<file path="config.mk">
export PLATFORM = sky130hd
export DESIGN_NAME = ptcf_list_mem
export DESIGN_NICKNAME = d
export VERILOG_FILES = /design/src/rtl/core/ptcf_pkg.sv /design/src/rtl/core/ptcf_list_mem.sv
export SDC_FILE = /design/constraint.sdc
export NUM_CORES = 1
export LEC_CHECK = 0
export ABC_CLOCK_PERIOD_IN_PS = 2800
export BUFFER_PORTS_ARGS = -buffer_cell sky130_fd_sc_hd__buf_2
export CAP_MARGIN = 20
export CORE_MARGIN = 1
export CORE_UTILIZATION = 61
export CTS_BUF_LIST = sky130_fd_sc_hd__clkbuf_16
export DETAILED_ROUTE_END_ITERATION = 7
export GPL_TIMING_DRIVEN = 0
export HOLD_SLACK_MARGIN = 0.02
export PLACE_DENSITY = 0.83
export SYNTH_ARGS = -nofsm -noshare
export SYNTH_HDL_FRONTEND = slang
export SYNTH_SLANG_ARGS = --single-unit
</file>
<file path="constraint.sdc">
create_clock -name aclk -period 2.8 [get_ports aclk]
set_input_delay 0.14 -clock aclk [delete_from_list [all_inputs] [get_ports aclk]]
set_output_delay 0.14 -clock aclk [all_outputs]
set_load 0.005 [all_outputs]
</file>
<file path="src/rtl/core/ptcf_pkg.sv">
// Shared types and constants of the pad/time cluster finder.
// Depends on nothing; imported by every module of the block.
`default_nettype none

package ptcf_pkg;

    // field widths
    localparam int ROW_W   = 8;
    localparam int PAD_W   = 8;
    localparam int TIME_W  = 10;
    localparam int ADC_W   = 10;
    localparam int CHG_W   = 24;
    localparam int PSUM_W  = 32;
    localparam int TSUM_W  = 40;
    localparam int SQ_W    = 48;
    localparam int MRG_W   = 8;
    localparam int CNT_W   = 16;
    localparam int MEAN_W  = 12;
    localparam int CFG_IDX_W  = 3;
    localparam int CFG_DATA_W = 24;

    // sequence accumulator widths, sized for the longest allowed sequence
    localparam int TC_W    = 20;
    localparam int MT_W    = 30;
    localparam int ST_W    = 40;
    localparam int PP_W    = TC_W + PAD_W;
    localparam int PADSQ_W = 2 * PAD_W;
    localparam int PSQ_W   = TC_W + PADSQ_W;

    // configuration register indexes
    localparam logic [CFG_IDX_W-1:0] CFG_MATCH_WINDOW = 3'd0;
    localparam logic [CFG_IDX_W-1:0] CFG_CHARGE_THR   = 3'd1;
    localparam logic [CFG_IDX_W-1:0] CFG_MIN_MERGES   = 3'd2;
    localparam logic [CFG_IDX_W-1:0] CFG_TIME_DECONV  = 3'd3;
    localparam logic [CFG_IDX_W-1:0] CFG_PAD_DECONV   = 3'd4;

    // item codes
    localparam logic MODE_SAMPLE    = 1'b0;
    localparam logic MODE_EVENT_END = 1'b1;
    localparam logic KIND_CLUSTER   = 1'b0;
    localparam logic KIND_END       = 1'b1;

    typedef struct packed {
        logic              mode;
        logic [ROW_W-1:0]  row;
        logic [PAD_W-1:0]  pad;
        logic [TIME_W-1:0] time_bin;
        logic [ADC_W-1:0]  charge;
        logic              seq_end;
    } in_item_t;

    typedef struct packed {
        logic              kind;
        logic [ROW_W-1:0]  cluster_row;
        logic [CHG_W-1:0]  total_charge;
        logic [PSUM_W-1:0] pad_sum;
        logic [TSUM_W-1:0] time_sum;
        logic [SQ_W-1:0]   pad_sq_sum;
        logic [SQ_W-1:0]   time_sq_sum;
        logic [MRG_W-1:0]  merge_count;
        logic [CNT_W-1:0]  cluster_count;
        logic              last;
    } out_item_t;

    // one completed time sequence
    typedef struct packed {
        logic [TC_W-1:0]          tc;
        logic [MT_W-1:0]          mt;
        logic [ST_W-1:0]          st;
        logic signed [MEAN_W-1:0] mean;
        logic [ROW_W-1:0]         row;
        logic [PAD_W-1:0]         pad;
    } seq_t;

    // one cluster slot word
    typedef struct packed {
        logic [ROW_W-1:0]         row;
        logic [MRG_W-1:0]         merges;
        logic [CHG_W-1:0]         charge;
        logic signed [MEAN_W-1:0] mean;
        logic [CHG_W-1:0]         last_charge;
        logic                     falling;
        logic [PSUM_W-1:0]        pad_sum;
        logic [TSUM_W-1:0]        time_sum;
        logic [SQ_W-1:0]          pad_sq_sum;
        logic [SQ_W-1:0]          time_sq_sum;
    } slot_t;

    // sequence unit results toward the controller
    typedef struct packed {
        logic done;
        logic split;
        logic fin;
    } seq_status_t;

endpackage

`default_nettype wire

</file>
<file path="src/rtl/core/ptcf_list_mem.sv">
// Slot pointer list: a ring of slot indexes with per-entry valid flags.
// Depends on ptcf_pkg only through the house import.
`default_nettype none

module ptcf_list_mem import ptcf_pkg::*; #(
    parameter int DEPTH  = 32,
    parameter int SLOT_W = 5
) (
    input  wire logic                     aclk,
    input  wire logic                     aresetn,
    input  wire logic                     rd_en,
    input  wire logic [$clog2(DEPTH)-1:0] rd_addr,
    output logic                          rd_valid,
    output logic [SLOT_W-1:0]             rd_slot,
    input  wire logic                     wr_en,
    input  wire logic [$clog2(DEPTH)-1:0] wr_addr,
    input  wire logic [SLOT_W-1:0]        wr_slot,
    input  wire logic                     inv_en,
    input  wire logic [$clog2(DEPTH)-1:0] inv_addr,
    input  wire logic                     clear_all
);

    logic [SLOT_W-1:0] mem [DEPTH];
    logic [SLOT_W-1:0] q_reg;
    logic              q_valid_reg;
    logic [DEPTH-1:0]  valid_reg;

    always_ff @(posedge aclk) begin
        if (wr_en) begin
            mem[wr_addr] <= wr_slot;
        end
        if (rd_en) begin
            q_reg <= mem[rd_addr];
        end
    end

    // valid flags, invalidate wins over a write to the same entry
    always_ff @(posedge aclk) begin
        if (!aresetn) begin
            valid_reg   <= '0;
            q_valid_reg <= 1'b0;
        end else begin
            if (rd_en) begin
                q_valid_reg <= valid_reg[rd_addr];
            end
            if (clear_all) begin
                valid_reg <= '0;
            end else begin
                if (wr_en) begin
                    valid_reg[wr_addr] <= 1'b1;
                end
                if (inv_en) begin
                    valid_reg[inv_addr] <= 1'b0;
                end
            end
        end
    end

    assign rd_valid = q_valid_reg;
    assign rd_slot  = q_reg;

endmodule

`default_nettype wire

</file>
Yosys cells after proc, flatten, opt, wreduce, memory -nomap -nowiden
Memories as Yosys holds them, arrays and structs flattened. A register that Yosys moved wholly into a read port is not among the register bits. Index checks and enable logic that the tools add are counted.

Flip-flop bits (word level): 33. Bits in writable memories: 160. Bits of input ports: 26. Output and inout bits: 6. Word-level logic and storage cells: 27. Memories kept: 1.

Memory list: mem (depth 32, width 5, read ports 1, clocked after memory_dff 1, write ports 1, RTL line ptcf_list_mem.sv:23) `logic [SLOT_W-1:0] mem [DEPTH];`.

Order comparisons: 5. Muxes and demuxes: 12. Bitwise logic cells: 4. Reductions and logical operators: 3.

Operators by type and width (count): $mux 32 (4); $and 32x32->32 (1); $not 32->32 (1); $or 32x32->32 (1); $lt 5x6->1 const B (3); $demux 1 s5 (2); $ge 5x1->1 const B (2); $bmux 1 s5 (1); $mux 1 (5); $logic_and 1x1->1 (2); $reduce_or 2->1 (1); $not 1->1 (1).

Depth between registers and ports, before layout
Depth after elaboration: 10. Depth in mapped cells: 8.

Least setup slack after synthesis
No wires, ideal clock.

Path kind: input to register. Start: input rd_addr[1]. End: register q_reg[0] (netlist: rd_slot[0]) (read register of mem), data pin. Setup time: 260 ps. Data arrival time: 1782 ps. Data required time: 2540 ps. Path slack: 758 ps. Stages on the path: 5. Buffers on the path: 2. Cell sequence: clkbuf_1 clkbuf_1 mux4_2 mux4_2 mux2_2.

RTL lines: start: declaration (RTL line ptcf_list_mem.sv:12) `input wire logic [$clog2(DEPTH)-1:0] rd_addr,`; end: declaration (RTL line ptcf_list_mem.sv:24) `logic [SLOT_W-1:0] q_reg;`.

==> run metrics <==
status=completed; WL final=between 15000 and 20000 µm; root buf cell=clkbuf_16; Final Net Count=479; GRT Total Usage=0.2811; Max Cap Viol=0; post-synthesis register bit count=between 150 and 200; via count=roughly 4300; Worst EP arrival=2.34 ns; Final Hold Fails=0; slew margin rel.=0.3559; first-pass detailed-route iteration total=5; Chip Height=around 120 µm; Final period util=0.7730; Max Root-Sink Buffers=2; cell breakdown of the critical path=clkbuf_1, clkbuf_1, mux4_2, mux4_2, mux2_2; Synth Area in Compound Gates=0.05391; Initial Util=0.6234; DRC=0; unrepaired setup endpoints after global routing=no; xor/xnor share of the synthesized area=0; CP startpoint kind=input port; largest family of logic cells by synthesized area=multiplexers; CP max FO=10; layout cell share with drive strength beyond 1=0.3326; post-synthesis sequential area ratio=0.7137; max incr delay on CP=0.64 ns; hold slack=0.05009 ns; Post-DP HPWL=10960 µm; Synth Area per Inst=19.43 µm²; GP Congestion=between 0.9 and 1; Peak VDD IR=approximately 0.42 mV; time the worst path needs with I/O delays and setup=roughly 2.2 ns; largest net degree at the start of global routing=33; Cell Rows=just over 40; Hold Path Cell Cnt=3; post-synthesis mux area share=0.1706; num ports=32; Simple-Gate Fraction of Synth Area=0.04851; FILL cells=roughly 780; chip width=between 100 and 150 µm; min-delay src=clear_all; Setup TNS Final=0 ns; Endpoint, Worst Hold=valid_reg[25]; Final Cell Area=8827 µm²; DRT antenna net count=0; reg2reg end=rd_slot[3]; worst reg2reg path depth=3; Max Fclk=between 0.4 and 0.5 GHz; dpl cell area=approximately 8200 µm²; P&R area growth vs syn=12.20%; core box area=roughly 13000 µm²; Syn Nets=~430; Ys Warns=0; TritonCTS clock tree=yes; count of buffers from port buffering=28; Netlist Area Pre-Place=7868 µm²; via density per instance=slightly below 7; measured slew at the worst slew-check pin=a little under 1 ns; r2r setup slk=about 0.84 ns; CP required=2.98 ns; total grt overflow=0; clock skew=between 0.01 and 0.015 ns; slowest CP cell=clkbuf_1; min-delay worst type=in2reg; die area=13360 µm²; initial antenna violation count=0; CTS sink count=between 150 and 200; first-pass GRT wire length=about 26000 µm; CTS buffer count=17; crit path kind=in2reg; number of global-route vias before repair=between 4000 and 5000; Worst-path clk slew=roughly 0.070 ns; setup violators final=0; max-slew violations=0; CTS resizes=0; Pleak=around 2.9 nW; Synth Area in Adders=0; CTS H-tree depth=4; CP endpoint kind=flop; pwr/cell area=~700 nW/µm²; unique cell type count in the Yosys netlist=26; number of diodes=0; worst skew pair latency=~0.44 ns; routed len/inst=26.66 µm; initial DRC count=about 470; max reg flops=160; Synth Instances=405; worst reg2reg path startpoint=mem[30][3]; Post-CTS Setup Inserts=0
[layout by cell type (no fill, tap or decap), drive strengths merged, types with 7 or more instances in the layout]
cell type and n:
mux2i 16, clkbuf 31, mux4 50, edfxtp 165, buf 36, nor2 35, nand3 8, o221a 32
nand2 7, dfxtp 33, nand3b 10
[Yosys cell counts, drive strengths merged]
master / n / share of area
nor2: 35 / 0.017
mux2i: 16 / 0.020
nor2b: 3 / 0.0024
nand3: 8 / 0.0051
buf: 8 / 0.0080
nand2: 7 / 0.0033
mux2: 5 / 0.0072
a31oi: 1 / 0.00080
mux4: 50 / 0.14
a22oi: 4 / 0.0038
nand3b: 10 / 0.0095
or3: 2 / 0.0016
and2: 1 / 0.00080
a211oi: 1 / 0.00095
o221a: 32 / 0.046
and3: 1 / 0.00080
o21ai: 1 / 0.00064
dfxtp: 33 / 0.084
nand2b: 2 / 0.0016
a21oi: 3 / 0.0019
clkbuf: 11 / 0.0052
edfxtp: 165 / 0.63
or3b: 6 / 0.0067
[critical path: cells and delay by family]
kind | cells | cell delay (ns)
mux | 3 | 1.23
buf+inv | 2 | 0.96
[where the power goes]
part	leakage (nW)	switching, mW	internal, mW	total, mW
logic	0.810	0.204	0.143	0.348
clock network	0.299	1.05	1.38	2.42
registers	1.76	0.00987	3.23	3.24
[timing repair]
| item | 4_1_cts | 5_1_grt |
|---|---|---|
| endpoints found under the hold margin | 1 | 0 |
| hold buffers | 1 | 0 |
| setup endpoints to repair | 0 | 0 |
[routing by layer]
layer / vias to the layer above / global-route usage / wire [µm]
li1: 1798 / - / -
met1: 2187 / 0.3977 / 6731
met2: 277 / 0.4427 / 8276
met3: 27 / 0.06224 / 1689
met4: 0 / 0.09177 / 309
met5: - / 0 / 0
[stage by stage]
stage	total power, mW	setup WS (ns)	util	instances
CTS	6.004	0.6065	0.6995	638
floorplan	3.500	0.7584	-	405
detailed placement	3.645	0.1836	0.6516	605
finish	6.007	0.6355	0.6995	638
global route	6.140	0.5698	0.6995	638
global placement	3.630	0.2282	0.6516	605
[how the worst max path moves through the flow]
| stage | startpoint | endpoint | slack [ns] | cells after the start |
|---|---|---|---|---|
| 6_report | rd_addr[1] | rd_slot[3] | 0.64 | 5 |
| 5_1_grt | rd_addr[1] | rd_slot[3] | 0.57 | 5 |
| 4_1_cts | rd_addr[1] | rd_slot[3] | 0.61 | 5 |
| 3_5_place_dp | rd_addr[1] | rd_slot[3] | 0.18 | 5 |
| 3_3_place_gp | rd_addr[1] | rd_slot[3] | 0.23 | 5 |
| 2_1_floorplan | rd_addr[1] | rd_slot[0] | 0.76 | 5 |
[final cells by class]
type                       instances  area [µm²]  area share
sequential                       198        5615      0.6361
buffer                            19       103.9     0.01176
clock buffer                      20       500.5     0.05670
timing repair buffer              29       150.1     0.01701
tap                              172       215.2     0.02438
multi-input combinational        188        2148      0.2434
clock inverter                    12       93.84     0.01063
[cell families after synthesis]
family	count (synthesis)
DFF	198
AOI/OAI and AO/OA	42
and+or+nand+nor	75
muxes	71
buffers and inverters	19
Power figures use the tool's default switching activity.
