**config.mk**
```make
export PLATFORM = sky130hd
export DESIGN_NAME = ptcf_seq_acc
export DESIGN_NICKNAME = d
export VERILOG_FILES = /design/src/rtl/core/ptcf_pkg.sv /design/src/rtl/core/ptcf_seq_acc.sv
export SDC_FILE = /design/constraint.sdc
export NUM_CORES = 1
export LEC_CHECK = 0
export BUFFER_PORTS_ARGS = -buffer_cell sky130_fd_sc_hd__buf_2
export CAP_MARGIN = 20
export CORE_UTILIZATION = 45
export CTS_BUF_LIST = sky130_fd_sc_hd__clkbuf_16
export DETAILED_ROUTE_END_ITERATION = 12
export GPL_TIMING_DRIVEN = 0
export PLACE_DENSITY = 0.7
export SLEW_MARGIN = 20
export SYNTH_ARGS = -nofsm -noshare
export SYNTH_HDL_FRONTEND = slang
export SYNTH_SLANG_ARGS = --single-unit
export TNS_END_PERCENT = 5
```
**constraint.sdc**
```tcl
create_clock -name aclk -period 7.65 [get_ports aclk]
set_input_delay 1.53 -clock aclk [delete_from_list [all_inputs] [get_ports aclk]]
set_output_delay 1.53 -clock aclk [all_outputs]
set_load 0.01 [all_outputs]
```
**src/rtl/core/ptcf_pkg.sv**
```systemverilog
// Shared types and constants of the pad/time cluster finder.
// Depends on nothing; imported by every module of the block.
`default_nettype none

package ptcf_pkg;

    // field widths
    localparam int ROW_W   = 8;
    localparam int PAD_W   = 8;
    localparam int TIME_W  = 10;
    localparam int ADC_W   = 10;
    localparam int CHG_W   = 24;
    localparam int PSUM_W  = 32;
    localparam int TSUM_W  = 40;
    localparam int SQ_W    = 48;
    localparam int MRG_W   = 8;
    localparam int CNT_W   = 16;
    localparam int MEAN_W  = 12;
    localparam int CFG_IDX_W  = 3;
    localparam int CFG_DATA_W = 24;

    // sequence accumulator widths, sized for the longest allowed sequence
    localparam int TC_W    = 20;
    localparam int MT_W    = 30;
    localparam int ST_W    = 40;
    localparam int PP_W    = TC_W + PAD_W;
    localparam int PADSQ_W = 2 * PAD_W;
    localparam int PSQ_W   = TC_W + PADSQ_W;

    // configuration register indexes
    localparam logic [CFG_IDX_W-1:0] CFG_MATCH_WINDOW = 3'd0;
    localparam logic [CFG_IDX_W-1:0] CFG_CHARGE_THR   = 3'd1;
    localparam logic [CFG_IDX_W-1:0] CFG_MIN_MERGES   = 3'd2;
    localparam logic [CFG_IDX_W-1:0] CFG_TIME_DECONV  = 3'd3;
    localparam logic [CFG_IDX_W-1:0] CFG_PAD_DECONV   = 3'd4;

    // item codes
    localparam logic MODE_SAMPLE    = 1'b0;
    localparam logic MODE_EVENT_END = 1'b1;
    localparam logic KIND_CLUSTER   = 1'b0;
    localparam logic KIND_END       = 1'b1;

    typedef struct packed {
        logic              mode;
        logic [ROW_W-1:0]  row;
        logic [PAD_W-1:0]  pad;
        logic [TIME_W-1:0] time_bin;
        logic [ADC_W-1:0]  charge;
        logic              seq_end;
    } in_item_t;

    typedef struct packed {
        logic              kind;
        logic [ROW_W-1:0]  cluster_row;
        logic [CHG_W-1:0]  total_charge;
        logic [PSUM_W-1:0] pad_sum;
        logic [TSUM_W-1:0] time_sum;
        logic [SQ_W-1:0]   pad_sq_sum;
        logic [SQ_W-1:0]   time_sq_sum;
        logic [MRG_W-1:0]  merge_count;
        logic [CNT_W-1:0]  cluster_count;
        logic              last;
    } out_item_t;

    // one completed time sequence
    typedef struct packed {
        logic [TC_W-1:0]          tc;
        logic [MT_W-1:0]          mt;
        logic [ST_W-1:0]          st;
        logic signed [MEAN_W-1:0] mean;
        logic [ROW_W-1:0]         row;
        logic [PAD_W-1:0]         pad;
    } seq_t;

    // one cluster slot word
    typedef struct packed {
        logic [ROW_W-1:0]         row;
        logic [MRG_W-1:0]         merges;
        logic [CHG_W-1:0]         charge;
        logic signed [MEAN_W-1:0] mean;
        logic [CHG_W-1:0]         last_charge;
        logic                     falling;
        logic [PSUM_W-1:0]        pad_sum;
        logic [TSUM_W-1:0]        time_sum;
        logic [SQ_W-1:0]          pad_sq_sum;
        logic [SQ_W-1:0]          time_sq_sum;
    } slot_t;

    // sequence unit results toward the controller
    typedef struct packed {
        logic done;
        logic split;
        logic fin;
    } seq_status_t;

endpackage

`default_nettype wire

```
**src/rtl/core/ptcf_seq_acc.sv**
```systemverilog
// Time sequence tracker: sums charge, time*charge and time^2*charge per sequence.
// Depends on ptcf_pkg; captures split and end snapshots for the controller.
`default_nettype none

module ptcf_seq_acc import ptcf_pkg::*; #(
    parameter int MAX_SEQ_LEN = 255
) (
    input  wire logic              aclk,
    input  wire logic              aresetn,
    input  wire logic              sample_en,
    input  wire logic              flush_en,
    input  wire logic [ROW_W-1:0]  row,
    input  wire logic [PAD_W-1:0]  pad,
    input  wire logic [TIME_W-1:0] time_bin,
    input  wire logic [ADC_W-1:0]  charge,
    input  wire logic              seq_end,
    input  wire logic              time_deconv_on,
    output seq_status_t            status,
    output seq_t                   split_snap,
    output seq_t                   end_snap
);

    localparam int LEN_W = $clog2(MAX_SEQ_LEN + 1);
    localparam int P_W   = TIME_W + ADC_W;
    localparam int TT_W  = 2 * TIME_W;

    logic [LEN_W-1:0]  len_reg, total_reg;
    logic [TIME_W-1:0] start_reg;
    logic [ROW_W-1:0]  row_reg;
    logic [PAD_W-1:0]  pad_reg;
    logic [ADC_W-1:0]  last_reg;
    logic              falling_reg;
    logic [TC_W-1:0]   acc_tc_reg;
    logic [MT_W-1:0]   acc_mt_reg;
    logic [ST_W-1:0]   acc_st_reg;

    logic              s1_reg, s2_reg, fin1_reg, fin2_reg, split1_reg, split2_reg;
    logic [P_W-1:0]    tcp_reg;
    logic [TT_W-1:0]   tt_reg;
    logic [ADC_W-1:0]  c1_reg;
    logic [MT_W-1:0]   stp_reg;
    seq_status_t       status_reg;
    seq_t              split_snap_reg, end_snap_reg;

    logic              fresh, e_falling, split_now;
    logic [TIME_W-1:0] e_start;
    logic [LEN_W-1:0]  e_len, e_total;
    logic [ADC_W-1:0]  e_last;
    logic [ROW_W-1:0]  e_row;
    logic [PAD_W-1:0]  e_pad;
    logic [LEN_W:0]    total_inc;
    logic [ST_W-1:0]   st_total;

    function automatic logic signed [MEAN_W-1:0] mean_of(input logic [TIME_W-1:0] s,
                                                         input logic [LEN_W-1:0] l);
        mean_of = $signed(MEAN_W'(s)) - $signed(MEAN_W'(l >> 1));
    endfunction

    // effective tracking state for the incoming sample
    always_comb begin
        fresh     = (total_reg == '0);
        e_start   = fresh ? time_bin : start_reg;
        e_len     = fresh ? '0 : len_reg;
        e_total   = fresh ? '0 : total_reg;
        e_last    = fresh ? '0 : last_reg;
        e_falling = fresh ? 1'b0 : falling_reg;
        e_row     = fresh ? row : row_reg;
        e_pad     = fresh ? pad : pad_reg;
        split_now = time_deconv_on && e_falling && (charge > e_last);
        total_inc = (LEN_W+1)'(e_total) + 1'b1;
        st_total  = acc_st_reg + ST_W'(stp_reg);
    end

    always_ff @(posedge aclk) begin
        if (!aresetn) begin
            len_reg     <= '0;
            total_reg   <= '0;
            last_reg    <= '0;
            falling_reg <= 1'b0;
            acc_tc_reg  <= '0;
            acc_mt_reg  <= '0;
            acc_st_reg  <= '0;
            s1_reg      <= 1'b0;
            s2_reg      <= 1'b0;
            status_reg  <= '0;
        end else begin
            status_reg <= '0;
            s1_reg     <= 1'b0;
            s2_reg     <= s1_reg;
            // stage 1: split decision and products
            if (sample_en) begin
                if (split_now) begin
                    split_snap_reg <= '{tc: acc_tc_reg, mt: acc_mt_reg, st: acc_st_reg,
                                        mean: mean_of(e_start, e_len),
                                        row: e_row, pad: e_pad};
                    acc_tc_reg  <= '0;
                    acc_mt_reg  <= '0;
                    acc_st_reg  <= '0;
                    start_reg   <= time_bin;
                    len_reg     <= LEN_W'(1);
                    falling_reg <= 1'b0;
                end else begin
                    start_reg   <= e_start;
                    len_reg     <= e_len + 1'b1;
                    falling_reg <= e_falling | (charge < e_last);
                end
                total_reg  <= total_inc[LEN_W-1:0];
                last_reg   <= charge;
                row_reg    <= e_row;
                pad_reg    <= e_pad;
                fin1_reg   <= seq_end || (total_inc >= (LEN_W+1)'(MAX_SEQ_LEN));
                split1_reg <= split_now;
                tcp_reg    <= P_W'(time_bin) * P_W'(charge);
                tt_reg     <= TT_W'(time_bin) * TT_W'(time_bin);
                c1_reg     <= charge;
                s1_reg     <= 1'b1;
            end
            // stage 2: charge and first moment
            if (s1_reg) begin
                acc_tc_reg <= acc_tc_reg + TC_W'(c1_reg);
                acc_mt_reg <= acc_mt_reg + MT_W'(tcp_reg);
                stp_reg    <= MT_W'(tt_reg) * MT_W'(c1_reg);
                fin2_reg   <= fin1_reg;
                split2_reg <= split1_reg;
            end
            // stage 3: second moment, close the sequence on its end
            if (s2_reg) begin
                if (fin2_reg) begin
                    end_snap_reg <= '{tc: acc_tc_reg, mt: acc_mt_reg, st: st_total,
                                      mean: mean_of(start_reg, len_reg),
                                      row: row_reg, pad: pad_reg};
                    acc_tc_reg  <= '0;
                    acc_mt_reg  <= '0;
                    acc_st_reg  <= '0;
                    len_reg     <= '0;
                    total_reg   <= '0;
                    last_reg    <= '0;
                    falling_reg <= 1'b0;
                end else begin
                    acc_st_reg <= st_total;
                end
                status_reg <= '{done: 1'b1, split: split2_reg, fin: fin2_reg};
            end
            // end of event: close whatever is open and clear tracking
            if (flush_en) begin
                end_snap_reg <= '{tc: acc_tc_reg, mt: acc_mt_reg, st: acc_st_reg,
                                  mean: mean_of(start_reg, len_reg),
                                  row: row_reg, pad: pad_reg};
                acc_tc_reg  <= '0;
                acc_mt_reg  <= '0;
                acc_st_reg  <= '0;
                len_reg     <= '0;
                total_reg   <= '0;
                last_reg    <= '0;
                falling_reg <= 1'b0;
                status_reg  <= '{done: 1'b1, split: 1'b0, fin: (total_reg != '0)};
            end
        end
    end

    assign status     = status_reg;
    assign split_snap = split_snap_reg;
    assign end_snap   = end_snap_reg;

endmodule

`default_nettype wire

```
## Word-level counts from Yosys, hierarchy flattened

Index checks and enable logic that the tools add are counted.

| storage, ports and cells | value |
|---|---|
| register bits | 468 |
| ROM bits | 0 |
| memory bits (writable) | 0 |
| memories kept | 0 |
| bits in latches | 0 |
| output and inout port bits | 239 |

| operators by class | value |
|---|---|
| bitwise operators | 3 |
| reduce and logical (&&, ||, !) cells | 16 |
| div/mod/pow operators | 0 |
| magnitude comparators | 3 |
| shift-type cells | 0 |
| $add $sub $neg | 7 |
| mux-type cells | 42 |
| equal/unequal tests | 0 |
| multiply operators | 3 |

Operators with widths:

| cell | count |
|---|---|
| $mux W118 | 3 |
| $mux W40 | 4 |
| $mux W30 | 5 |
| $mux W20 | 5 |
| $mux W8 | 11 |
| $mux W10 | 6 |
| $add A40 B30 Y40 | 1 |
| $mul A10 B10 Y20 | 2 |
| $add A30 B20 Y30 | 1 |
| $mul A20 B10 Y30 | 1 |
| $sub A10 B7 Y11 | 2 |
| $add A20 B10 Y20 | 1 |
| $gt A10 B10 Y1 | 1 |
| $lt A10 B10 Y1 | 1 |
| $add A8 B1 Y9 const B | 1 |
| $ge A9 B8 Y1 const B | 1 |
| $add A8 B1 Y8 const B | 1 |
| $logic_not A8 Y1 | 1 |
| $reduce_bool A2 Y1 | 4 |
| $reduce_bool A8 Y1 | 1 |
| $mux W1 | 6 |
| $mux W3 | 2 |
| $reduce_and A2 Y1 | 3 |
| $reduce_and A3 Y1 | 2 |
| 6 further kinds | 8 |

## Longest topological paths before layout

Gate-level depths: netlist of the first run.

| depth | value |
|---|---|
| depth in word-level cells | 9 |
| mapped depth | 23 |
| mapped depth without buffers | 21 |

## Worst setup path before layout of the first run

No wires, ideal clock.

| path | value |
|---|---|
| kind | input-to-reg |
| from | input sample_en |
| to | register split_snap_reg (netlist bit split_snap[0]) (enable) |
| required time | 7.160 ns |
| slack | 0.372 ns |
| data arrival time | 6.787 ns |
| setup time | 0.490 ns |
| stages on the path | 4 |
| path through | clkbuf_1 clkbuf_1 and2_1 and3_1 |

| between the ends | value |
|---|---|
| longest elaborated chain between the ends | 1 |

RTL lines:

| item | RTL line | RTL |
|---|---|---|
| from (decl) | ptcf_seq_acc.sv:10 | `input wire logic sample_en,` |
| $reduce_and A3 Y1 (no line) | n/a |  |
| to (signal assigned) | ptcf_seq_acc.sv:93 | `split_snap_reg <= '{tc: acc_tc_reg, mt: acc_mt_reg, st: acc_st_reg,` |
| to (decl) | ptcf_seq_acc.sv:43 | `seq_t split_snap_reg, end_snap_reg;` |

Every way passes these cells.
A chain may end at the register's enable or synchronous reset.

## Worst setup path in the final report of the first run

| path | value |
|---|---|
| from | register c1_reg[6] |
| to | register stp_reg[28], data pin |

| between the ends | value |
|---|---|
| longest elaborated chain between the ends | 1 |

RTL lines:

| item | RTL line | RTL |
|---|---|---|
| from (decl) | ptcf_seq_acc.sv:40 | `logic [ADC_W-1:0] c1_reg;` |
| from (signal assigned) | ptcf_seq_acc.sv:115 | `c1_reg <= charge;` |
| $mul A20 B10 Y30 | ptcf_seq_acc.sv:122 | `stp_reg <= MT_W'(tt_reg) * MT_W'(c1_reg);` |
| to (signal assigned) | ptcf_seq_acc.sv:122 |  |
| to (decl) | ptcf_seq_acc.sv:41 | `logic [MT_W-1:0] stp_reg;` |

Every way passes these cells.

==> summary.txt, run 1 <==
Global route
  – Vias in the first global route: 21900
  – Largest net degree at the start of global routing: 54
  – Global Route Usage Sum: 0.209
  – Antenna violations before repair: 2
  – Grt ovf: 0
  – First-pass GRT wire length: 118 mm

Timing
  – RSZ-0062 raised after global routing: false
  – Final worst-path cycle share: 0.892
  – Final min period: 6820 ps
  – Fmax: 0.147 GHz
  – Relative slew slack: 0.304
  – Fin Clk Skew: 45.0 ps
  – Final setup violation count: 0
  – Pin slew with the least headroom to its limit: 1040 ps
  – Hold Violations, Final: 0
  – Post-route setup TNS: 0 ps
  – Final Max Tran Viols: 0

Final layout
  – Final #Nets: 3841
  – P&R area growth vs syn: 13.9%
  – Proportion of layout cells with a drive suffix above 1: 0.126
  – Non-filler cells, final: 4270

Power
  – Power Dens Cells: 501 mW/mm^2
  – Max IR drop VDD: 0.965 mV
  – Leak: 15.8 nW
  – Total power: 18.1 mW

Worst setup path
  – Crit Path Category: reg2reg
  – Critical Path Sink Type: flop
  – Max stage delay cell, worst path: edfxtp_1
  – CP Data Required Time: 7980 ps
  – Critical path's top delay family: adder cells
  – Worst Path Buf+Inv: 4
  – Largest stage delay on the critical path: 710 ps
  – CP most frequent cell: fa_1
  – Crit-path cells: clkbuf_1 -> nand2_1 -> fa_1 -> fa_1 -> inv_1 -> fa_1 -> fa_1 -> inv_1 -> fa_1 -> inv_1 -> ha_1 -> a2111oi_0 -> o21ai_0 -> a41oi_1 -> o211a_1 -> o21bai_1 -> a21oi_1 -> o2111ai_1 -> a21oi_1 -> xnor2_1
  – Critical Path Fanout Max: 11
  – CP Launch Type: flop
  – WP data arrival: 7150 ps

Clocking
  – CTS tree: built
  – TritonCTS sink count: 465
  – Clock Path Buffers: 3
  – CTS Buf Count: 52
  – Setup bufs post-CTS: 0
  – CTS root buffer: clkbuf_16
  – Resized Gates After CTS: 0
  – H-tree levels: 2
  – Clk_lat worst skew: 620 ps
  – Clk slew on worst S/H paths: 60 ps
  – Hold-fix buffers, CTS: 0

Detailed routing
  – Antenna violation net count after detailed routing: 0
  – DR WL/cell: 17.4 um
  – # DRC: 0
  – Drt pass-1 iters: 7
  – Initial DRC Count: 1698
  – Total number of vias: 22300
  – DR vias/cell: 5.21
  – Routed Wire Length: 74.5 mm

Floorplanning
  – IO Pins: 281
  – Die X: 268 um
  – Rows: 96
  – Initial core utilization: 0.459
  – Die Area: 0.0716 mm^2
  – Core area: 0.0692 mm^2
  – Die Ht: 268 um

Yosys
  – Sequential share of the synthesized area: 0.402
  – Area share of the largest cell type after synthesis: 0.325
  – Netlist cell types: 74
  – Post-synth EDFFs: 343
  – Ys async rst share: 0
  – Avg Inst Size Synth: 10.7 um^2
  – #FFs+latches synth: 465
  – Synthesized area: 0.0317 mm^2
  – Yosys warnings: 0
  – Synthesized instance count: 2952
  – Ys flop type: edfxtp_1
  – Synth area leaders: edfxtp_1, fa_1, ha_1
  – Largest area contributor in the netlist: edfxtp_1

Hold path
  – HP Class: reg2reg

Job
  – Max_cap viols: 0

Placement
  – Post-Place Cells: 4170
  – GP Congestion: 0.913
  – Placed wire-length estimate: 57.1 mm
  – PortBufs: 279

Status
  – Status: complete, no violations
-- worst paths after layout --
path | startpoint | end | slack, ps | cells past startpoint
max reg2reg | c1_reg[6]$_DFFE_PP_ | stp_reg[28]$_DFFE_PP_ | 830 | 20
min | split1_reg$_DFFE_PP_ | split2_reg$_DFFE_PP_ | 430 | 0
min reg2reg | split1_reg$_DFFE_PP_ | split2_reg$_DFFE_PP_ | 430 | 0
max | c1_reg[6]$_DFFE_PP_ | stp_reg[28]$_DFFE_PP_ | 830 | 20
-- power by group --
group / leakage (nW) / total, mW / internal (mW) / switching, mW
Sequential: 4.15 / 3.70 / 3.59 / 0.115
Combinational: 10.8 / 11.9 / 5.18 / 6.77
Clock: 0.866 / 2.45 / 1.41 / 1.04
-- worst reg2reg max path: stages, from the launching register on --
cell and delay, ps:
edfxtp_1 710, clkbuf_1 500, nand2_1 140, fa_1 490
fa_1 550, inv_1 50, fa_1 450, fa_1 490
inv_1 50, fa_1 470, inv_1 40, ha_1 340
a2111oi_0 420, o21ai_0 230, a41oi_1 450, o211a_1 280
o21bai_1 80, a21oi_1 310, o2111ai_1 170, a21oi_1 200
xnor2_1 110
-- per-layer routing --
layer / vias to the layer above / track usage / share of wire
li1: 10700 / - / -
met1: 10900 / 0.292 / 0.46
met2: 616 / 0.335 / 0.46
met3: 108 / 0.0356 / 0.060
met4: 0 / 0.0567 / 0.024
met5: - / 0 / 0
-- cell families (layout without fill, tap and decap cells) --
family / count (synthesis) / in the layout / synth area share
AND/OR/NAND/NOR: 846 / 846 / 0.129
adder cells (fa/ha/maj): 506 / 506 / 0.259
AO/OA/AOI/OAI: 465 / 465 / 0.0931
flip-flops: 465 / 465 / 0.402
buffers and inverters: 453 / 835 / 0.0542
XOR/XNOR: 148 / 148 / 0.0409
multiplexers: 67 / 67 / 0.0222
other: 2 / 7 / 0.000237
-- layout make-up --
cell class,instances,area [um^2]
fillers,6209,33000
multi-input cells,2037,17300
flip-flops and latches,465,12700
repair buffers,284,1530
clock buffers,52,1300
inverters,343,1290
well taps,931,1160
plain buffers,110,433
clock inverters,46,392
diodes,2,5.00
-- synth_stat cells, drive strengths merged (6+ instances only) --
| library cell | number |
|---|---|
| nand4 | 19 |
| and2 | 202 |
| a211oi | 8 |
| xnor2 | 90 |
| o41ai | 10 |
| inv | 343 |
| a21boi | 7 |
| a31oi | 12 |
| mux2 | 28 |
| or2 | 9 |
| a2bb2oi | 9 |
| nand3 | 48 |
| edfxtp | 343 |
| a21oi | 136 |
| and3 | 24 |
| ha | 256 |
| a21o | 58 |
| clkbuf | 95 |
| fa | 250 |
| o21ai | 117 |
| nor3 | 25 |
| o21bai | 16 |
| nand3b | 6 |
| dfxtp | 122 |
| o21a | 15 |
| nor2b | 20 |
| nand2b | 12 |
| buf | 15 |
| nor2 | 150 |
| or3 | 9 |
| o31ai | 8 |
| o211ai | 22 |
| mux2i | 39 |
| nand2 | 306 |
| xor2 | 58 |
-- metrics by stage --
step / worst slack (ps) / cell area [um^2] / hold WS (ps) / util
global route: 513 / 36100 / 439 / 0.522
CTS: 827 / 36100 / 427 / 0.522
global placement: -2670 / 34300 / 404 / 0.496
finish: 825 / 36100 / 427 / 0.522
detailed placement: 265 / 34400 / 405 / 0.498
floorplan: 372 / 31700 / 400 / -
-- layout by cell type, fill, tap and decap left out, types with 12 or more instances in the layout --
cell type and n:
a21o_1 58, a21oi_1 136, and2_1 198, and3_1 22
buf_2 280, clkbuf_1 95, clkbuf_16 52, dfxtp_1 122
edfxtp_1 343, fa_1 250, ha_1 256, inv_1 356
mux2_2 28, mux2i_1 39, nand2_1 306, nand2b_1 12
nand3_1 48, nand4_1 18, nor2_1 150, nor2b_1 20
nor3_1 25, o211ai_1 21, o21a_1 14, o21ai_0 117
o21bai_1 16, xnor2_1 90, xor2_1 58
No activity file was read; power rests on OpenSTA's default activity.
==> run 2: changes to the inputs <==
--- a/config.mk
+++ b/config.mk
@@ -5,6 +5,7 @@
 export SDC_FILE = /design/constraint.sdc
 export NUM_CORES = 1
 export LEC_CHECK = 0
+export ABC_AREA = 1
 export BUFFER_PORTS_ARGS = -buffer_cell sky130_fd_sc_hd__buf_2
 export CAP_MARGIN = 20
 export CORE_UTILIZATION = 45
==> summary.txt, run 2 <==
Placement
  – Placed wire-length estimate: 71.0 mm
  – PortBufs: 278
  – Post-Place Cells: 5246
  – Placed Area: 0.0370 mm^2
  – GP Congestion: 0.953

Timing
  – Final min period: 6610 ps
  – Relative slew slack: 0.459
  – Final Max Tran Viols: 0
  – Fmax: 0.151 GHz
  – RSZ-0062 raised after global routing: false
  – Fin Clk Skew: 39.0 ps
  – Hold Violations, Final: 0
  – Final worst-path cycle share: 0.864
  – Pin slew with the least headroom to its limit: 811 ps
  – Hold_ws: 422 ps
  – Final setup violation count: 0

Detailed routing
  – Total number of vias: 27400
  – Initial DRC Count: 1986
  – DR vias/cell: 5.13
  – Routed Wire Length: 88.8 mm
  – Drt pass-1 iters: 5
  – Antenna violation net count after detailed routing: 0
  – # DRC: 0
  – DR WL/cell: 16.6 um

Yosys
  – Ys async rst share: 0
  – Post-synth top cells: nand2_1, inv_1, edfxtp_1
  – #FFs+latches synth: 465
  – Largest area contributor in the netlist: edfxtp_1
  – Netlist cell types: 53
  – Most frequent cell after synthesis: nand2_1
  – Yosys warnings: 0
  – Area share of the largest cell type after synthesis: 0.302
  – Sequential share of the synthesized area: 0.374
  – Synthesized instance count: 3984
  – Ys flop type: edfxtp_1
  – Post-synth EDFFs: 343
  – Synthesized area: 0.0341 mm^2
  – Avg Inst Size Synth: 8.56 um^2
  – Synth area leaders: edfxtp_1, fa_1, nand2_1

Worst setup path
  – CP Data Required Time: 8100 ps
  – Critical path's top delay family: adder cells
  – Max stage delay cell, worst path: buf_1
  – Crit Path Category: in2reg
  – CP most frequent cell: fa_1
  – Critical Path Sink Type: flop
  – Crit-path cells: buf_2 -> clkbuf_1 -> buf_1 -> nand2_1 -> inv_1 -> fa_1 -> fa_1 -> fa_1 -> inv_1 -> fa_1 -> inv_1 -> fa_1 -> ha_1 -> nand2_1 -> nor2_1 -> inv_1 -> o21ai_0 -> nand3_1 -> nand2_1 -> xor2_1
  – CP Launch Type: input port
  – Largest stage delay on the critical path: 580 ps
  – Critical Path Fanout Max: 10
  – Worst Path Buf+Inv: 7
  – WP data arrival: 7050 ps

Global route
  – Largest net degree at the start of global routing: 50
  – Antenna violations before repair: 4
  – Global Route Usage Sum: 0.230
  – Vias in the first global route: 26400
  – Grt ovf: 0
  – First-pass GRT wire length: 141 mm

Floorplanning
  – Die X: 277 um
  – Initial core utilization: 0.457
  – IO Pins: 281
  – Core area: 0.0747 mm^2
  – Die Area: 0.0769 mm^2
  – Rows: 100
  – Die Ht: 277 um

Final layout
  – Reg area: 0.0127 mm^2
  – Proportion of layout cells with a drive suffix above 1: 0.0951
  – Final #Nets: 4876
  – Final instance area: 0.0388 mm^2
  – Most frequent cells in the layout: nand2_1, inv_1, edfxtp_1
  – Final core occ: 0.520
  – Area occupied by multi-input gates: 0.0180 mm^2
  – P&R area growth vs syn: 13.8%
  – Filler cell count: 6917
  – Non-filler cells, final: 5338
  – Commonest non-fill, non-tap cell in the layout: nand2_1

Clocking
  – Hold-fix buffers, CTS: 0
  – Resized Gates After CTS: 0
  – Clock Path Buffers: 3
  – CTS root buffer: clkbuf_16
  – TritonCTS sink count: 465
  – CTS Buf Count: 49
  – Clk_lat worst skew: 610 ps
  – Setup bufs post-CTS: 0
  – Clk slew on worst S/H paths: 60 ps
  – CTS tree: built
  – H-tree levels: 2

Hold path
  – HP Class: reg2reg

Job
  – Max_cap viols: 0

Status
  – Status: complete, no violations
==> run 2: cell types whose count changed after synthesis, sizes merged, moves of 28 or more <==
cell   delta
a21oi   +113
nand3   +138
nor2     +56
xnor2    -59
mux2     -28
nand2   +778
inv     +418
a21o     -50
mux2i    -39
and2    -199
==> run 2: logic make-up (layout without fill, tap and decap cells) <==
kind of cell | Yosys count | after routing | share of synthesized area
xor+xnor | 111 | 111 | 0.0285
fa+ha+maj | 506 | 506 | 0.241
buf+inv | 890 | 1269 | 0.100
other cells | 2 | 8 | 0.000220
compound gates | 439 | 439 | 0.0685
flops | 465 | 465 | 0.374
simple gates | 1571 | 1571 | 0.188
==> run 2: layer usage <==
| metal | global-route usage | wire (um) |
|---|---|---|
| met5 | 0 | 0 |
| met4 | 0.0641 | 2250 |
| met3 | 0.0309 | 5820 |
| met2 | 0.380 | 41400 |
| met1 | 0.316 | 39300 |
==> run 2: path summary, 6_finish.rpt <==
path / end / startpoint / slack, ps / cells after the start
min: fin2_reg$_DFFE_PP_ / fin1_reg$_DFFE_PP_ / 420 / 0
max: tcp_reg[13]$_DFFE_PP_ / time_bin[8] / 1040 / 20
max reg2reg: stp_reg[20]$_DFFE_PP_ / c1_reg[5]$_DFFE_PP_ / 1440 / 20
min reg2reg: fin2_reg$_DFFE_PP_ / fin1_reg$_DFFE_PP_ / 420 / 0
==> run 2: area by class of cell <==
cell class,count,share of cell area
flip-flops and latches,465,0.328
clock inverters,37,0.0129
plain buffers,126,0.0144
clock buffers,52,0.0335
repair buffers,290,0.0429
well taps,969,0.0312
multi-input cells,2632,0.463
diodes,3,0.000193
inverters,764,0.0739
==> run 2: through the flow <==
stage	setup TNS (ps)	setup WS, ps
floorplan	0	372
global placement	-447160	-2850
detailed placement	0	414
CTS	0	1050
global route	0	792
finish	0	1040
Power of run 2 is left out: the tool's default activity adds up to more than one toggle a clock period on the data nets, which glitch-free logic cannot reach.
==> run 3: changes to the inputs <==
--- a/config.mk
+++ b/config.mk
@@ -12,6 +12,7 @@
 export CTS_BUF_LIST = sky130_fd_sc_hd__clkbuf_16
 export DETAILED_ROUTE_END_ITERATION = 12
 export GPL_TIMING_DRIVEN = 0
+export MAX_ROUTING_LAYER = met4
 export PLACE_DENSITY = 0.7
 export SLEW_MARGIN = 20
 export SYNTH_ARGS = -nofsm -noshare
==> summary.txt, run 3 (synthesis results as in run 2) <==
Status
  – Status: complete, no violations

Placement
  – Placed wire-length estimate: 71.2 mm
  – GP Congestion: 0.954
  – Pre-CTS setup slack: 468 ps
  – PortBufs: 278

Worst setup path
  – CP most frequent cell: fa_1
  – Worst Path Buf+Inv: 7
  – Critical Path Fanout Max: 10
  – Max stage delay cell, worst path: buf_1
  – Crit-path cells: buf_2 -> clkbuf_1 -> buf_1 -> nand2_1 -> inv_1 -> fa_1 -> fa_1 -> fa_1 -> inv_1 -> fa_1 -> inv_1 -> fa_1 -> ha_1 -> nand2_1 -> nor2_1 -> inv_1 -> o21ai_0 -> a21oi_1 -> xnor2_1
  – CP Data Required Time: 8010 ps
  – Critical path's top delay family: adder cells
  – WP data arrival: 6940 ps
  – Crit Path Category: in2reg
  – Critical Path Sink Type: flop
  – R2R setup slack: 1370 ps
  – CP Launch Type: input port
  – Largest stage delay on the critical path: 620 ps

Floorplanning
  – IO Pins: 281
  – Die X: 277 um
  – Die Ht: 277 um
  – Core area: 0.0747 mm^2
  – Die Area: 0.0769 mm^2
  – Initial core utilization: 0.457
  – Rows: 100

Clocking
  – Setup bufs post-CTS: 0
  – Clk_lat worst skew: 610 ps
  – CTS root buffer: clkbuf_16
  – TritonCTS sink count: 465
  – Clock Path Buffers: 3
  – Resized Gates After CTS: 0
  – Clk slew on worst S/H paths: 60 ps
  – CTS Buf Count: 48
  – H-tree levels: 2
  – Hold-fix buffers, CTS: 0
  – CTS tree: built

Timing
  – Fmax: 0.152 GHz
  – Final min period: 6580 ps
  – Relative slew slack: 0.450
  – RSZ-0062 raised after global routing: false
  – Setup ws final: 1070 ps
  – Hold Violations, Final: 0
  – Final Max Tran Viols: 0
  – Pin slew with the least headroom to its limit: 826 ps
  – Final setup violation count: 0
  – Fin Clk Skew: 29.6 ps
  – Final worst-path cycle share: 0.861

Detailed routing
  – M1 WL: 40.2 mm
  – Routed Wire Length: 89.3 mm
  – Drt pass-1 iters: 6
  – DR WL met2: 42.0 mm
  – Top Metal Used: met4
  – Total number of vias: 27400
  – DR vias/cell: 5.13
  – Antenna violation net count after detailed routing: 0
  – DR WL/cell: 16.7 um
  – Initial DRC Count: 2178
  – Metal3 WL: 5.04 mm
  – # DRC: 0

Global route
  – Largest net degree at the start of global routing: 49
  – First-pass GRT wire length: 141 mm
  – Global Route Usage Sum: 0.239
  – Grt ovf: 0
  – Vias in the first global route: 26500
  – Antenna violations before repair: 3

Final layout
  – Commonest non-fill, non-tap cell in the layout: nand2_1
  – Proportion of layout cells with a drive suffix above 1: 0.0943
  – Most frequent cells in the layout: nand2_1, inv_1, edfxtp_1
  – Final #Nets: 4876
  – P&R area growth vs syn: 13.0%

Hold path
  – HP Class: reg2reg

Job
  – Max_cap viols: 0
-- run 3: routing by layer --
metal | up-vias | global-route usage
met5 | - | -
met4 | 0 | 0.0614
met3 | 134 | 0.0270
met2 | 826 | 0.385
met1 | 13200 | 0.321
li1 | 13300 | -
-- run 3: final cells by class --
cell class              count  area (um^2)
fillers                  6979        36200
multi-input cells        2632        18000
flip-flops and latches    465        12700
inverters                 764         2870
repair buffers            291         1670
clock buffers              49         1230
well taps                 969         1210
plain buffers             126          558
clock inverters            40          285
diodes                      3         7.51
-- run 3: metrics by stage --
stage               hold slack, ps  TNS [ps]  cell area, um^2  instances   util
floorplan                      400         0            34100       3987      -
global placement               404   -434520            36700       5234  0.492
detailed placement             406         0            37000       5247  0.496
CTS                            400         0            38500       5336  0.516
global route                   403         0            38500       5338  0.516
finish                         405         0            38500       5339  0.516
-- run 3: worst reg2reg max path: stages, from the launching register on --
cell,delay (ps)
edfxtp_1,430
clkbuf_1,580
buf_1,590
nand2_1,170
fa_1,540
fa_1,540
inv_1,50
fa_1,450
fa_1,490
inv_1,50
fa_1,480
inv_1,40
ha_1,340
nand2_1,80
nand2_1,80
o21bai_1,160
a21oi_1,360
o21bai_1,240
nand3_1,120
nand2_1,60
xor2_1,160
-- run 3: path summary, 6_finish.rpt --
check | startpoint | endpoint | depth (start not counted)
worst max register to register | c1_reg[4]$_DFFE_PP_ | stp_reg[20]$_DFFE_PP_ | 20
worst min-delay path | fin1_reg$_DFFE_PP_ | fin2_reg$_DFFE_PP_ | 0
worst max-delay path | time_bin[8] | tcp_reg[15]$_DFFE_PP_ | 19
worst min register to register | fin1_reg$_DFFE_PP_ | fin2_reg$_DFFE_PP_ | 0
Power of run 3 is left out for the same reason.
